### src/rtl/lrp_pkg.sv
`default_nettype none
// ---------------------------------------------------------------------------
// lrp_pkg
// Shared types and constants of the five-point laplacian residual core.
// ---------------------------------------------------------------------------
package lrp_pkg;

  // input function codes
  typedef enum logic [1:0] {
    FN_LOAD_CELL = 2'd0,
    FN_LOAD_EDGE = 2'd1,
    FN_QUERY     = 2'd2,
    FN_CLEAR     = 2'd3
  } func_t;

  typedef enum logic [1:0] {
    CMD_LOAD_CELL = 2'd0,
    CMD_LOAD_EDGE = 2'd1,
    CMD_QUERY     = 2'd2,
    CMD_CLEAR     = 2'd3
  } cmd_kind_t;

  // stencil used along one axis
  typedef enum logic [2:0] {
    ST_INNER  = 3'd0,
    ST_LO_NEU = 3'd1,
    ST_LO_DIR = 3'd2,
    ST_HI_NEU = 3'd3,
    ST_HI_DIR = 3'd4
  } stencil_t;

  localparam logic [1:0] SIDE_N = 2'd0;
  localparam logic [1:0] SIDE_E = 2'd1;
  localparam logic [1:0] SIDE_S = 2'd2;
  localparam logic [1:0] SIDE_W = 2'd3;

  localparam logic [2:0] CFG_GRID_SIZE = 3'd0;
  localparam logic [2:0] CFG_NBR_MASK  = 3'd1;
  localparam logic [2:0] CFG_NEUMANN   = 3'd2;
  localparam logic [2:0] CFG_INV_HX    = 3'd3;
  localparam logic [2:0] CFG_INV_HX_SQ = 3'd4;
  localparam logic [2:0] CFG_INV_HY    = 3'd5;
  localparam logic [2:0] CFG_INV_HY_SQ = 3'd6;

  // cells per side of the grid store, matches the 6-bit row and column fields
  localparam int MAX_GRID = 64;

  localparam int NUM_W  = 36;              // stencil numerator
  localparam int PROD_W = NUM_W + 33;      // numerator times unsigned coefficient
  localparam int LAP_W  = PROD_W + 2;      // sum of four products
  localparam int RES_W  = LAP_W + 1;

  typedef struct packed {
    logic [6:0]  grid_size;
    logic [3:0]  nbr_mask;
    logic        neumann;
    logic [31:0] inv_hx;
    logic [31:0] inv_hx_sq;
    logic [31:0] inv_hy;
    logic [31:0] inv_hy_sq;
  } cfg_t;

  typedef struct packed {
    cmd_kind_t   kind;
    logic [5:0]  row;
    logic [5:0]  col;
    logic [1:0]  side;
    logic [5:0]  pos;
    logic [31:0] sol;
    logic [31:0] src;
    logic [31:0] bound;
    stencil_t    x_mode;
    stencil_t    y_mode;
    logic        w_edge;
    logic        e_edge;
    logic        s_edge;
    logic        n_edge;
  } cmd_t;

  typedef struct packed {
    logic busy;
    logic acc_fire;
  } back_stat_t;

endpackage

`default_nettype wire

### src/rtl/lrp_front.sv
`default_nettype none
// ---------------------------------------------------------------------------
// lrp_front
// Accepts items, drops the ones with no effect, works out the edge stencils
// of a query and queues the command for the back end (two entries).
// ---------------------------------------------------------------------------
module lrp_front import lrp_pkg::*; (
  input  wire logic        clk,
  input  wire logic        rst_n,
  input  wire cfg_t        cfg,
  input  wire logic        in_push,
  output logic             in_full,
  input  wire logic [1:0]  in_func,
  input  wire logic [5:0]  in_cell_row,
  input  wire logic [5:0]  in_cell_col,
  input  wire logic [1:0]  in_edge_side,
  input  wire logic [5:0]  in_edge_pos,
  input  wire logic [31:0] in_sol_value,
  input  wire logic [31:0] in_src_value,
  input  wire logic [31:0] in_bound_value,
  output cmd_t             q_cmd,
  output logic             q_valid,
  input  wire logic        q_pop
);

  logic [8:0] gs9, max9, n9, row9, col9, pos9, last9;
  logic       keep, push_q;
  cmd_t       new_cmd;

  cmd_t       q_r [2];
  logic       wr_ptr_r, wr_ptr_nxt, rd_ptr_r, rd_ptr_nxt;
  logic [1:0] count_r, count_nxt;

  always_comb begin
    gs9  = {2'b00, cfg.grid_size};
    max9 = 9'(MAX_GRID);
    if (gs9 < 9'd3) begin
      n9 = 9'd3;
    end else if (gs9 > max9) begin
      n9 = max9;
    end else begin
      n9 = gs9;
    end
    last9 = n9 - 9'd1;
    row9  = {3'b000, in_cell_row};
    col9  = {3'b000, in_cell_col};
    pos9  = {3'b000, in_edge_pos};

    new_cmd        = '0;
    new_cmd.row    = in_cell_row;
    new_cmd.col    = in_cell_col;
    new_cmd.side   = in_edge_side;
    new_cmd.pos    = in_edge_pos;
    new_cmd.sol    = in_sol_value;
    new_cmd.src    = in_src_value;
    new_cmd.bound  = in_bound_value;
    new_cmd.w_edge = (col9 == 9'd0);
    new_cmd.e_edge = (col9 == last9);
    new_cmd.s_edge = (row9 == 9'd0);
    new_cmd.n_edge = (row9 == last9);

    // low side is checked first, matching the stencil priority
    if (new_cmd.w_edge && !cfg.nbr_mask[SIDE_W]) begin
      new_cmd.x_mode = cfg.neumann ? ST_LO_NEU : ST_LO_DIR;
    end else if (new_cmd.e_edge && !cfg.nbr_mask[SIDE_E]) begin
      new_cmd.x_mode = cfg.neumann ? ST_HI_NEU : ST_HI_DIR;
    end else begin
      new_cmd.x_mode = ST_INNER;
    end
    if (new_cmd.s_edge && !cfg.nbr_mask[SIDE_S]) begin
      new_cmd.y_mode = cfg.neumann ? ST_LO_NEU : ST_LO_DIR;
    end else if (new_cmd.n_edge && !cfg.nbr_mask[SIDE_N]) begin
      new_cmd.y_mode = cfg.neumann ? ST_HI_NEU : ST_HI_DIR;
    end else begin
      new_cmd.y_mode = ST_INNER;
    end

    case (func_t'(in_func))
      FN_LOAD_CELL: begin
        new_cmd.kind = CMD_LOAD_CELL;
        keep = (row9 < max9) && (col9 < max9);
      end
      FN_LOAD_EDGE: begin
        new_cmd.kind = CMD_LOAD_EDGE;
        keep = (pos9 < max9);
      end
      FN_QUERY: begin
        new_cmd.kind = CMD_QUERY;
        keep = (row9 < n9) && (col9 < n9);
      end
      FN_CLEAR: begin
        new_cmd.kind = CMD_CLEAR;
        keep = 1'b1;
      end
      default: begin
        new_cmd.kind = CMD_CLEAR;
        keep = 1'b0;
      end
    endcase
  end

  assign in_full = (count_r == 2'd2);
  assign push_q  = in_push && !in_full && keep;
  assign q_valid = (count_r != 2'd0);
  assign q_cmd   = q_r[rd_ptr_r];

  always_comb begin
    wr_ptr_nxt = push_q ? ~wr_ptr_r : wr_ptr_r;
    rd_ptr_nxt = (q_pop && q_valid) ? ~rd_ptr_r : rd_ptr_r;
    count_nxt  = count_r + {1'b0, push_q} - {1'b0, q_pop && q_valid};
  end

  always_ff @(posedge clk) begin
    if (!rst_n) begin
      wr_ptr_r <= 1'b0;
      rd_ptr_r <= 1'b0;
      count_r  <= 2'd0;
    end else begin
      wr_ptr_r <= wr_ptr_nxt;
      rd_ptr_r <= rd_ptr_nxt;
      count_r  <= count_nxt;
    end
  end

  always_ff @(posedge clk) begin
    if (push_q) begin
      q_r[wr_ptr_r] <= new_cmd;
    end
  end

endmodule

`default_nettype wire

### config.mk
export PLATFORM = sky130hd
export DESIGN_NAME = lrp_front
export DESIGN_NICKNAME = d
export VERILOG_FILES = /design/src/rtl/lrp_pkg.sv /design/src/rtl/lrp_front.sv
export SDC_FILE = /design/constraint.sdc
export NUM_CORES = 1
export LEC_CHECK = 0
export ABC_CLOCK_PERIOD_IN_PS = 14400
export BUFFER_PORTS_ARGS = -buffer_cell sky130_fd_sc_hd__buf_2
export CORE_MARGIN = 8
export CORE_UTILIZATION = 30
export DETAILED_ROUTE_END_ITERATION = 16
export PLACE_DENSITY = 0.65
export SETUP_SLACK_MARGIN = 0.15
export SLEW_MARGIN = 20
export SYNTH_ARGS = -nofsm -noshare
export SYNTH_HDL_FRONTEND = slang
export SYNTH_SLANG_ARGS = --single-unit
export TNS_END_PERCENT = 5
### constraint.sdc
create_clock -name clk -period 14.4 [get_ports clk]
set_input_delay 3.6 -clock clk [delete_from_list [all_inputs] [get_ports clk]]
set_output_delay 3.6 -clock clk [all_outputs]
set_load 0.01 [all_outputs]
[Word-level counts from Yosys, hierarchy flattened]
Memories as Yosys holds them, arrays and structs flattened. A register that Yosys moved wholly into a read port is not among the register bits.
Index checks and enable logic that the tools add are counted.
Storage, ports and cells
  input port bits: 262
  word-level logic and storage cells: 51
  memories kept: 1
  bits in writable memories: 256
  register bits: 4
  output and inout bits: 130
Cells by class
  bitwise gates (word level): 2
  reductions and logical operators: 18
  equal/unequal tests: 6
  order comparisons: 4
  multiplexer cells: 14
  add/subtract/negate cells: 3
Memories
  q_r: depth 2, width 128, read ports 1, clocked after Yosys merged registers in 1, wr ports 1, RTL line lrp_front.sv:30  | cmd_t q_r [2];
Operators with widths (number)
  $eq 6x9->1: 2
  $lt 6x9->1: 2
  $mux 3: 5
  $mux 7: 2
  $logic_not 6->1: 2
  $sub 9x1->9 const B: 1
  $logic_and 1x1->1: 8
  $pmux 2 s4: 1
  $gt 7x7->1 const B: 1
  $lt 7x2->1 const B: 1
  $eq 2x2->1 const B: 3
  $logic_not 1->1: 5
  $mux 1: 4
  $reduce_or 3->1: 1
  $add 2x1->2: 1
  $eq 2x1->1 const B: 1
  $logic_not 2->1: 1
  $mux 2: 1
  $not 1->1: 2
  $pmux 1 s2: 1
  $reduce_bool 2->1: 1
  $sub 2x1->2: 1

[Longest topological paths before layout]
Gate-level depths: netlist of run 1.
  depth after elaboration: 9
  mapped depth: 14
  depth with buffers taken out: 14

[Worst setup path after synthesis of run 1]
OpenSTA, ideal clock, no wires.
  path type: input port to flip-flop
  from: input port cfg[137] (netlist name)
  to: memory q_r[0][0] (netlist name) (enable)
  stages on the path: 9
  setup time: 0.617 ns
  path buffers: 0
  required time: 13.783 ns
  data arrival time: 10.501 ns
  setup slack: 3.282 ns
  cell sequence: nor4_1 > o21bai_1 > ha_1 > nor2b_1 > o21a_1 > o21ai_0 > a221o_1 > nand4b_1 > nor2_1
Between the ends
  word-level cells in the longest chain between the ends: 9
  elaborated cells on any way between the ends: 11
  classes of those cells: order compare: 4; mux: 5; reduce/logical: 2
RTL lines
  start, declared: RTL line lrp_front.sv:10  | input wire cfg_t cfg,
  $gt 7x7->1: RTL line lrp_front.sv:39  | end else if (gs9 > max9) begin
  $mux 7: RTL line lrp_front.sv:39
  $mux 7 *: RTL line lrp_front.sv:37  | if (gs9 < 9'd3) begin
  $lt 6x9->1: RTL line lrp_front.sv:89  | keep = (row9 < n9) && (col9 < n9);
  $logic_and 1x1->1 *: RTL line lrp_front.sv:89
  $pmux 1 s2 *: RTL line lrp_front.sv:78  | case (func_t'(in_func))
  $logic_and 1x1->1 *: RTL line lrp_front.sv:103  | assign push_q = in_push && !in_full && keep;
  $mux 1 *: RTL line lrp_front.sv:126  | if (push_q) begin
  $mux 1 (implied by the code) *: RTL line lrp_front.sv:127  | q_r[wr_ptr_r] <= new_cmd;
  end, declared: RTL line lrp_front.sv:30
Every way passes the cells marked *; elsewhere a longest branch is shown, timed or not.

[Final worst setup path of run 1]
  from: input port cfg[136] (netlist name)
  to: memory q_r[1][125] (netlist name) (enable)
Same word-level chain as after synthesis.

==> impl_results.md, run 1 <==
* Post-Syn Instances at 539
* Final nets at 1,099
* Largest net degree at the start of global routing at 69
* CTS buffer count at 28
* Met2 GRT Util at 0.1918
* # DRC at 0
* Hold wc startpoint: wr_ptr_r$_SDFFE_PN0N_
* Yosys cell types at 46
* Area share of fa/ha/maj cells after synthesis at 0.01834
* Clock sink count at 261
* Warnings, synthesis at 0
* Drt wl/cell at 18.02 um
* Post-synthesis xor/xnor area fraction at 0.01161
* Routed Antenna Nets at 0
* Root buf cell: clkbuf_16
* Multi-input gate area at 2351 um2
* Ys async rst share at 0
* Placement Rows at 67
* Initial drt markers at 179
* Post-synth top flop: edfxtp_1
* Buf+Inv Stages, Crit Path at 3
* RSZ-0062 raised after global routing: false
* # setup viols final at 0
* Vias in the first global route at 6,057
* Simple-gate share of the synthesized area at 0.03704
* Crit-path cells: buf_2, nor4_1, o21bai_1, ha_1, nor2b_1, o21ai_0, a21oi_1, o2111ai_1, nand4b_1, nor2_4, buf_4, buf_4
* Combinational family with the most area after synthesis: multiplexers
* Chip width at 200.7 um
* Skew final at 18.63 ps
* Leak at 4.827 nW
* Max IR drop VDD at 0.09228 mV
* Final Core Density at 0.3885
* Vias after detailed routing at 5,640
* Startpoint types: input pin
* EDFF count, synth at 256
* IO Port Bufs at 263
* Ant. Diodes at 0
* CP required at 14,560 ps
* FF-to-FF path depth at 5
* Most frequent cell after synthesis: edfxtp_1
* Busiest layer in global routing: met2
* Layout Cells excl Fill at 1,292
* Area delta synth->final at 27.28%
* #FFs+latches synth at 261
* Slowest-stage cell, CP: buf_4
* Worst hold-check path type: reg -> reg
* Post-synth top area share at 0.7510
* Worst-path fanout max at 49
* Avg Inst Size Synth at 18.99 um2
* Area occupied by registers at 7791 um2
* R2R Setup Slk at 11,680 ps
* Worst Hold Depth at 2
* RePlAce Congestion at 0.8255
* Total wire length at 23,280 um
* # Max-Cap Violations at 0
* Complex-gate fraction of the synthesized area at 0.01724
* HPWL reported at the end of detailed placement at 16,230 um
* TritonRoute pass-1 iters at 4
* Core ar. at 33,530 um2
* # fillers at 3,134
* GR Util met3 at 0.03695
* Skew-Pair Late Insertion Delay at 550 ps
* Initial antenna violation count at 2
* Final setup TNS at 0 ps
* Total power divided by cell area at 170.7 nW/um2
* Period minus WS final at 7046 ps
* Worst setup path startpoint: cfg[136]
* Chip height at 200.7 um
* Critical path class: in -> reg
* # Post-CTS Setup Buffers at 0
* Post-synth top cells: edfxtp_1 (256), mux2_2 (129), nor2_1 (18)
* Initial core utilization at 0.3053
* Worst path max stage delay at 670 ps
* Count of cells resized by post-cts repair at 0
* Max-slew headroom at 0.3594
* Clock Pin Slew Worst Setup and Hold Paths at 60 ps
* Final hold slack at 521.7 ps
* Hold Path End: wr_ptr_r$_SDFFE_PN0N_
* Tightest Pin Transition at 960.9 ps
* Yosys top cell by area: edfxtp_1
* Post-synthesis mux area share at 0.1440
* Family with the most delay on the worst path: buffers and inverters
* Max clock buf depth at 3
* CP endpoint kind: flop
* Worst Path Arrival at 7210 ps
* Status: finished clean
* First-pass GRT wire length at 35,200 um
* Synth area leaders: edfxtp_1 (75%), mux2_2 (14%), ha_1 (1.8%)
* Total congestion overflow at 0
* Die ar. at 40,290 um2
* Hold-fix buffer count after cts at 0
* Fmax at 0.1419 GHz
* Layout cells sized above 1 at 0.5415
* Final count of hold timing violations at 0
* Synthesized area at 10,240 um2
* Worst r2r src: count_r[1]$_SDFF_PN0_
* CTS tree: built
* Placed insts at 1,240
* Seq/Total Area, Yosys at 0.7608
* CTS H-tree lvls at 1
* CP most frequent cell: buf_4
* Fin crit share at 0.4893
* Reg-to-Reg End: q_r[1][125]$_DFFE_PP_
* Met1 Usage GRT at 0.1300
* Gr usage total at 0.1106
* Final Max Tran Viols at 0
* Post-DR vias/cell at 4.365
* Synth Net Count at 816
* Top Ports at 392
[layout make-up]
cell class | instances | area share
Multi-Input combinational cell | 249 | 0.1804
Clock buffer | 34 | 0.05628
Timing Repair Buffer | 270 | 0.1051
Inverter | 12 | 0.003457
Sequential cell | 261 | 0.5980
Tap cell | 448 | 0.04302
Clock inverter | 18 | 0.01373
[metal layers]
metal  vias up  part of all wire
met5         -           0.00099
met4         4             0.022
met3        38             0.076
met2       193              0.50
met1      2745              0.40
li1       2660                 -
[how the worst max path moves through the flow]
stage / end / slack [ps] / cells past startpoint
4_1_cts: q_r[1][64]$_DFFE_PP_ / 7250 / 12
5_1_grt: q_r[1][125]$_DFFE_PP_ / 7050 / 12
6_report: q_r[1][125]$_DFFE_PP_ / 7350 / 12
3_5_place_dp: q_r[1][107]$_DFFE_PP_ / 6670 / 12
3_3_place_gp: q_r[1][85]$_DFFE_PP_ / 6680 / 12
2_1_floorplan: q_r[0][0]$_DFFE_PP_ / 3280 / 9
[registers in the layout, summed over array words and instances, names as in the netlist, named ones only]
signal and count:
wr_ptr_r 1, count_r 2, q_r 256, rd_ptr_r 1
[stage by stage]
stage | cell area [um2] | setup slack, ps | total power, mW
floorplan | 10240 | 3282 | 1.341
global placement | 12120 | 6678 | 1.552
detailed placement | 12120 | 6665 | 1.560
CTS | 13030 | 7246 | 2.276
global route | 13030 | 7048 | 2.335
finish | 13030 | 7354 | 2.224
[worst reg2reg max path, cell delays in order, from the launching register on]
cell      delay, ps
dfxtp_1         330
nor2b_1         140
nand4b_1        400
nor2_4          200
buf_4           520
buf_4           720
[cells by family after synthesis]
family | after synthesis
adder cells (fa/ha/maj) | 15
AND/OR/NAND/NOR | 68
flip-flops | 261
multiplexers | 131
AO/OA/AOI/OAI | 23
XOR/XNOR | 12
buffers and inverters | 29
[report_power, final]
part / internal, mW / leakage, nW / switching, mW
clock network: 0.416 / 0.454 / 0.284
logic: 0.242 / 1.95 / 0.284
registers: 0.959 / 2.43 / 0.0379
[layout by cell type (no fill, tap or decap), types with 9 or more instances in the layout]
cell type,synthesis,layout
inv_1,12,12
nor2_1,18,16
clkbuf_16,0,28
edfxtp_1,256,256
nand2_1,12,12
mux2_2,129,129
xnor2_1,9,9
ha_1,15,15
buf_2,0,263
(Power assumes the default switching activity.)
==> inputs of run 2 (changes only) <==
--- a/config.mk
+++ b/config.mk
@@ -5,7 +5,8 @@
 export SDC_FILE = /design/constraint.sdc
 export NUM_CORES = 1
 export LEC_CHECK = 0
-export ABC_CLOCK_PERIOD_IN_PS = 14400
+export ABC_AREA = 1
+export ABC_CLOCK_PERIOD_IN_PS = 6650
 export BUFFER_PORTS_ARGS = -buffer_cell sky130_fd_sc_hd__buf_2
 export CORE_MARGIN = 8
 export CORE_UTILIZATION = 30
==> constraint.sdc (replaced) <==
create_clock -name clk -period 6.65 [get_ports clk]
set_input_delay 1.6625 -clock clk [delete_from_list [all_inputs] [get_ports clk]]
set_output_delay 1.6625 -clock clk [all_outputs]
set_load 0.01 [all_outputs]
==> impl_results.md, run 2 <==
* R2R Setup Slk at 4710 ps
* Gr usage total at 0.1077
* # setup viols final at 0
* Leak at 4.981 nW
* Count of cells resized by post-cts repair at 0
* Post-synth top cells: edfxtp_1 (256), mux2_2 (128), inv_1 (37)
* # Max-Cap Violations at 0
* Warnings, synthesis at 0
* HPWL reported at the end of detailed placement at 15,680 um
* Max reg flops at 256
* Skew-Pair Late Insertion Delay at 540 ps
* Yosys top cell by area: edfxtp_1
* Die ar. at 40,530 um2
* Complex-gate fraction of the synthesized area at 0.01494
* Hold-fix buffer count after cts at 0
* Total power divided by cell area at 352.6 nW/um2
* Drt wl/cell at 17.05 um
* Vias after detailed routing at 5,856
* Tightest Pin Transition at 930.8 ps
* Synth area leaders: edfxtp_1 (75%), mux2_2 (14%), ha_1 (1.8%)
* Initial antenna violation count at 2
* EDFF count, synth at 256
* CP required at 4990 ps
* Period minus WS final at 4201 ps
* Chip width at 201.3 um
* Skew final at 7.078 ps
* Max-slew headroom at 0.3795
* Layout Cells excl Fill at 1,344
* Post-layout instance area at 13,090 um2
* Layout cells sized above 1 at 0.5129
* Largest net degree at the start of global routing at 129
* Root buf cell: clkbuf_16
* Initial drt markers at 230
* Post-synth top area share at 0.7462
* CTS H-tree lvls at 1
* Final Max Tran Viols at 0
* Vias in the first global route at 6,154
* Final count of hold timing violations at 0
* Worst-path fanout max at 68
* Worst hold-check path type: reg -> reg
* Total congestion overflow at 0
* #FFs+latches synth at 261
* Max clock buf depth at 3
* Status: finished clean
* Final hold slack at 446.8 ps
* Area share of fa/ha/maj cells after synthesis at 0.01822
* Ys async rst share at 0
* Fmax at 0.2380 GHz
* Total wire length at 22,920 um
* CP endpoint kind: primary output
* Synthesized area at 10,300 um2
* Area delta synth->final at 27.02%
* Clock sink count at 261
* Most frequent cell after synthesis: edfxtp_1
* Largest regs: q_r (256), count_r (2)
* Yosys cell types at 33
* Routed Antenna Nets at 0
* Total Power at 4.615 mW
* RSZ-0062 raised after global routing: false
* Largest Register: q_r
* Final setup TNS at 0 ps
* Post-synth top flop: edfxtp_1
* Ant. Diodes at 0
* Final nets at 1,143
* Worst Path Arrival at 2540 ps
* # DRC at 0
* # fillers at 3,267
* Smallest setup slack after layout at 2449 ps
* CTS buffer count at 29
* Startpoint types: flop
* Post-Syn Instances at 584
* CTS tree: built
* Post-synthesis xor/xnor area fraction at 0.006680
* Chip height at 201.3 um
* IO Port Bufs at 263
* TritonRoute pass-1 iters at 4
* Most frequent cells in the layout: buf_2 (263), edfxtp_1 (256), mux2_2 (128)
* Critical path class: reg -> out
* First-pass GRT wire length at 34,800 um
* Top Ports at 392
* RePlAce Congestion at 0.8113
* Most common cell after layout, fill and taps aside: buf_2
* Clock Pin Slew Worst Setup and Hold Paths at 60 ps
* # Post-CTS Setup Buffers at 0
* Placed insts at 1,290
* Simple-gate share of the synthesized area at 0.04372
* Fin crit share at 0.6317
* Avg Inst Size Synth at 17.64 um2
* Max IR drop VDD at 0.1972 mV
* Dpl ws at 1863 ps
* Final Core Density at 0.3826
* Initial core utilization at 0.3012
* Seq/Total Area, Yosys at 0.7559
* Combinational family with the most area after synthesis: multiplexers
* Core ar. at 34,200 um2
* Synth Net Count at 861
* Placement Rows at 68
* DP Area at 12,210 um2
* Post-DR vias/cell at 4.357
* Post-synthesis mux area share at 0.1399
==> run 2: cell count changes after synthesis, moves of 4 or more <==
cell / previous run / this run
nand4_1: 0 / 4
nand2_2: 0 / 7
xnor2_1: 9 / 3
nand2_1: 12 / 32
nor2b_1: 8 / 1
nand2b_1: 5 / 0
o21ai_0: 3 / 7
nand3_1: 3 / 12
a21oi_1: 3 / 10
inv_1: 12 / 37
==> run 2: cells by family after synthesis <==
logic type / Yosys count
flip-flops: 261
multiplexers: 128
AND/OR/NAND/NOR: 92
buffers and inverters: 56
AO/OA/AOI/OAI: 25
adder cells (fa/ha/maj): 15
XOR/XNOR: 7
==> run 2: worst paths after layout <==
kind / startpoint / end / cells past startpoint
max reg2reg: count_r[1]$_SDFF_PN0_ / q_r[1][19]$_DFFE_PP_ / 6
max: flop / q_cmd[42] / 3
min reg2reg: rd_ptr_r$_SDFFE_PN0P_ / rd_ptr_r$_SDFFE_PN0P_ / 1
min: rd_ptr_r$_SDFFE_PN0P_ / rd_ptr_r$_SDFFE_PN0P_ / 1
==> run 2: power breakdown <==
group,switching (mW),internal [mW]
Clock,0.619,0.839
Combinational,0.544,0.459
Sequential,0.0891,2.07
Total,1.25,3.36
==> run 2: area by class of cell <==
class,count,area (um2),area share
timing repair buffer,267,1384,0.1057
inverter,40,155.1,0.01186
tap,455,569.3,0.04350
clock inverter,19,128.9,0.009848
sequential,261,7791,0.5954
multi-input combinational,267,2310,0.1765
clock buffer,35,748.2,0.05718
==> run 2: worst max-delay path: stages (launching register included) <==
cell,delay [ps]
dfxtp_4,920
buf_12,390
mux2_2,400
buf_2,150
==> run 2: layer usage <==
metal	vias to the layer above	GRT usage	routed length, um
met2	187	0.1923	11730
li1	2767	-	-
met5	-	0	11
met1	2859	0.1213	9057
met4	2	0.03079	514
met3	41	0.03554	1604
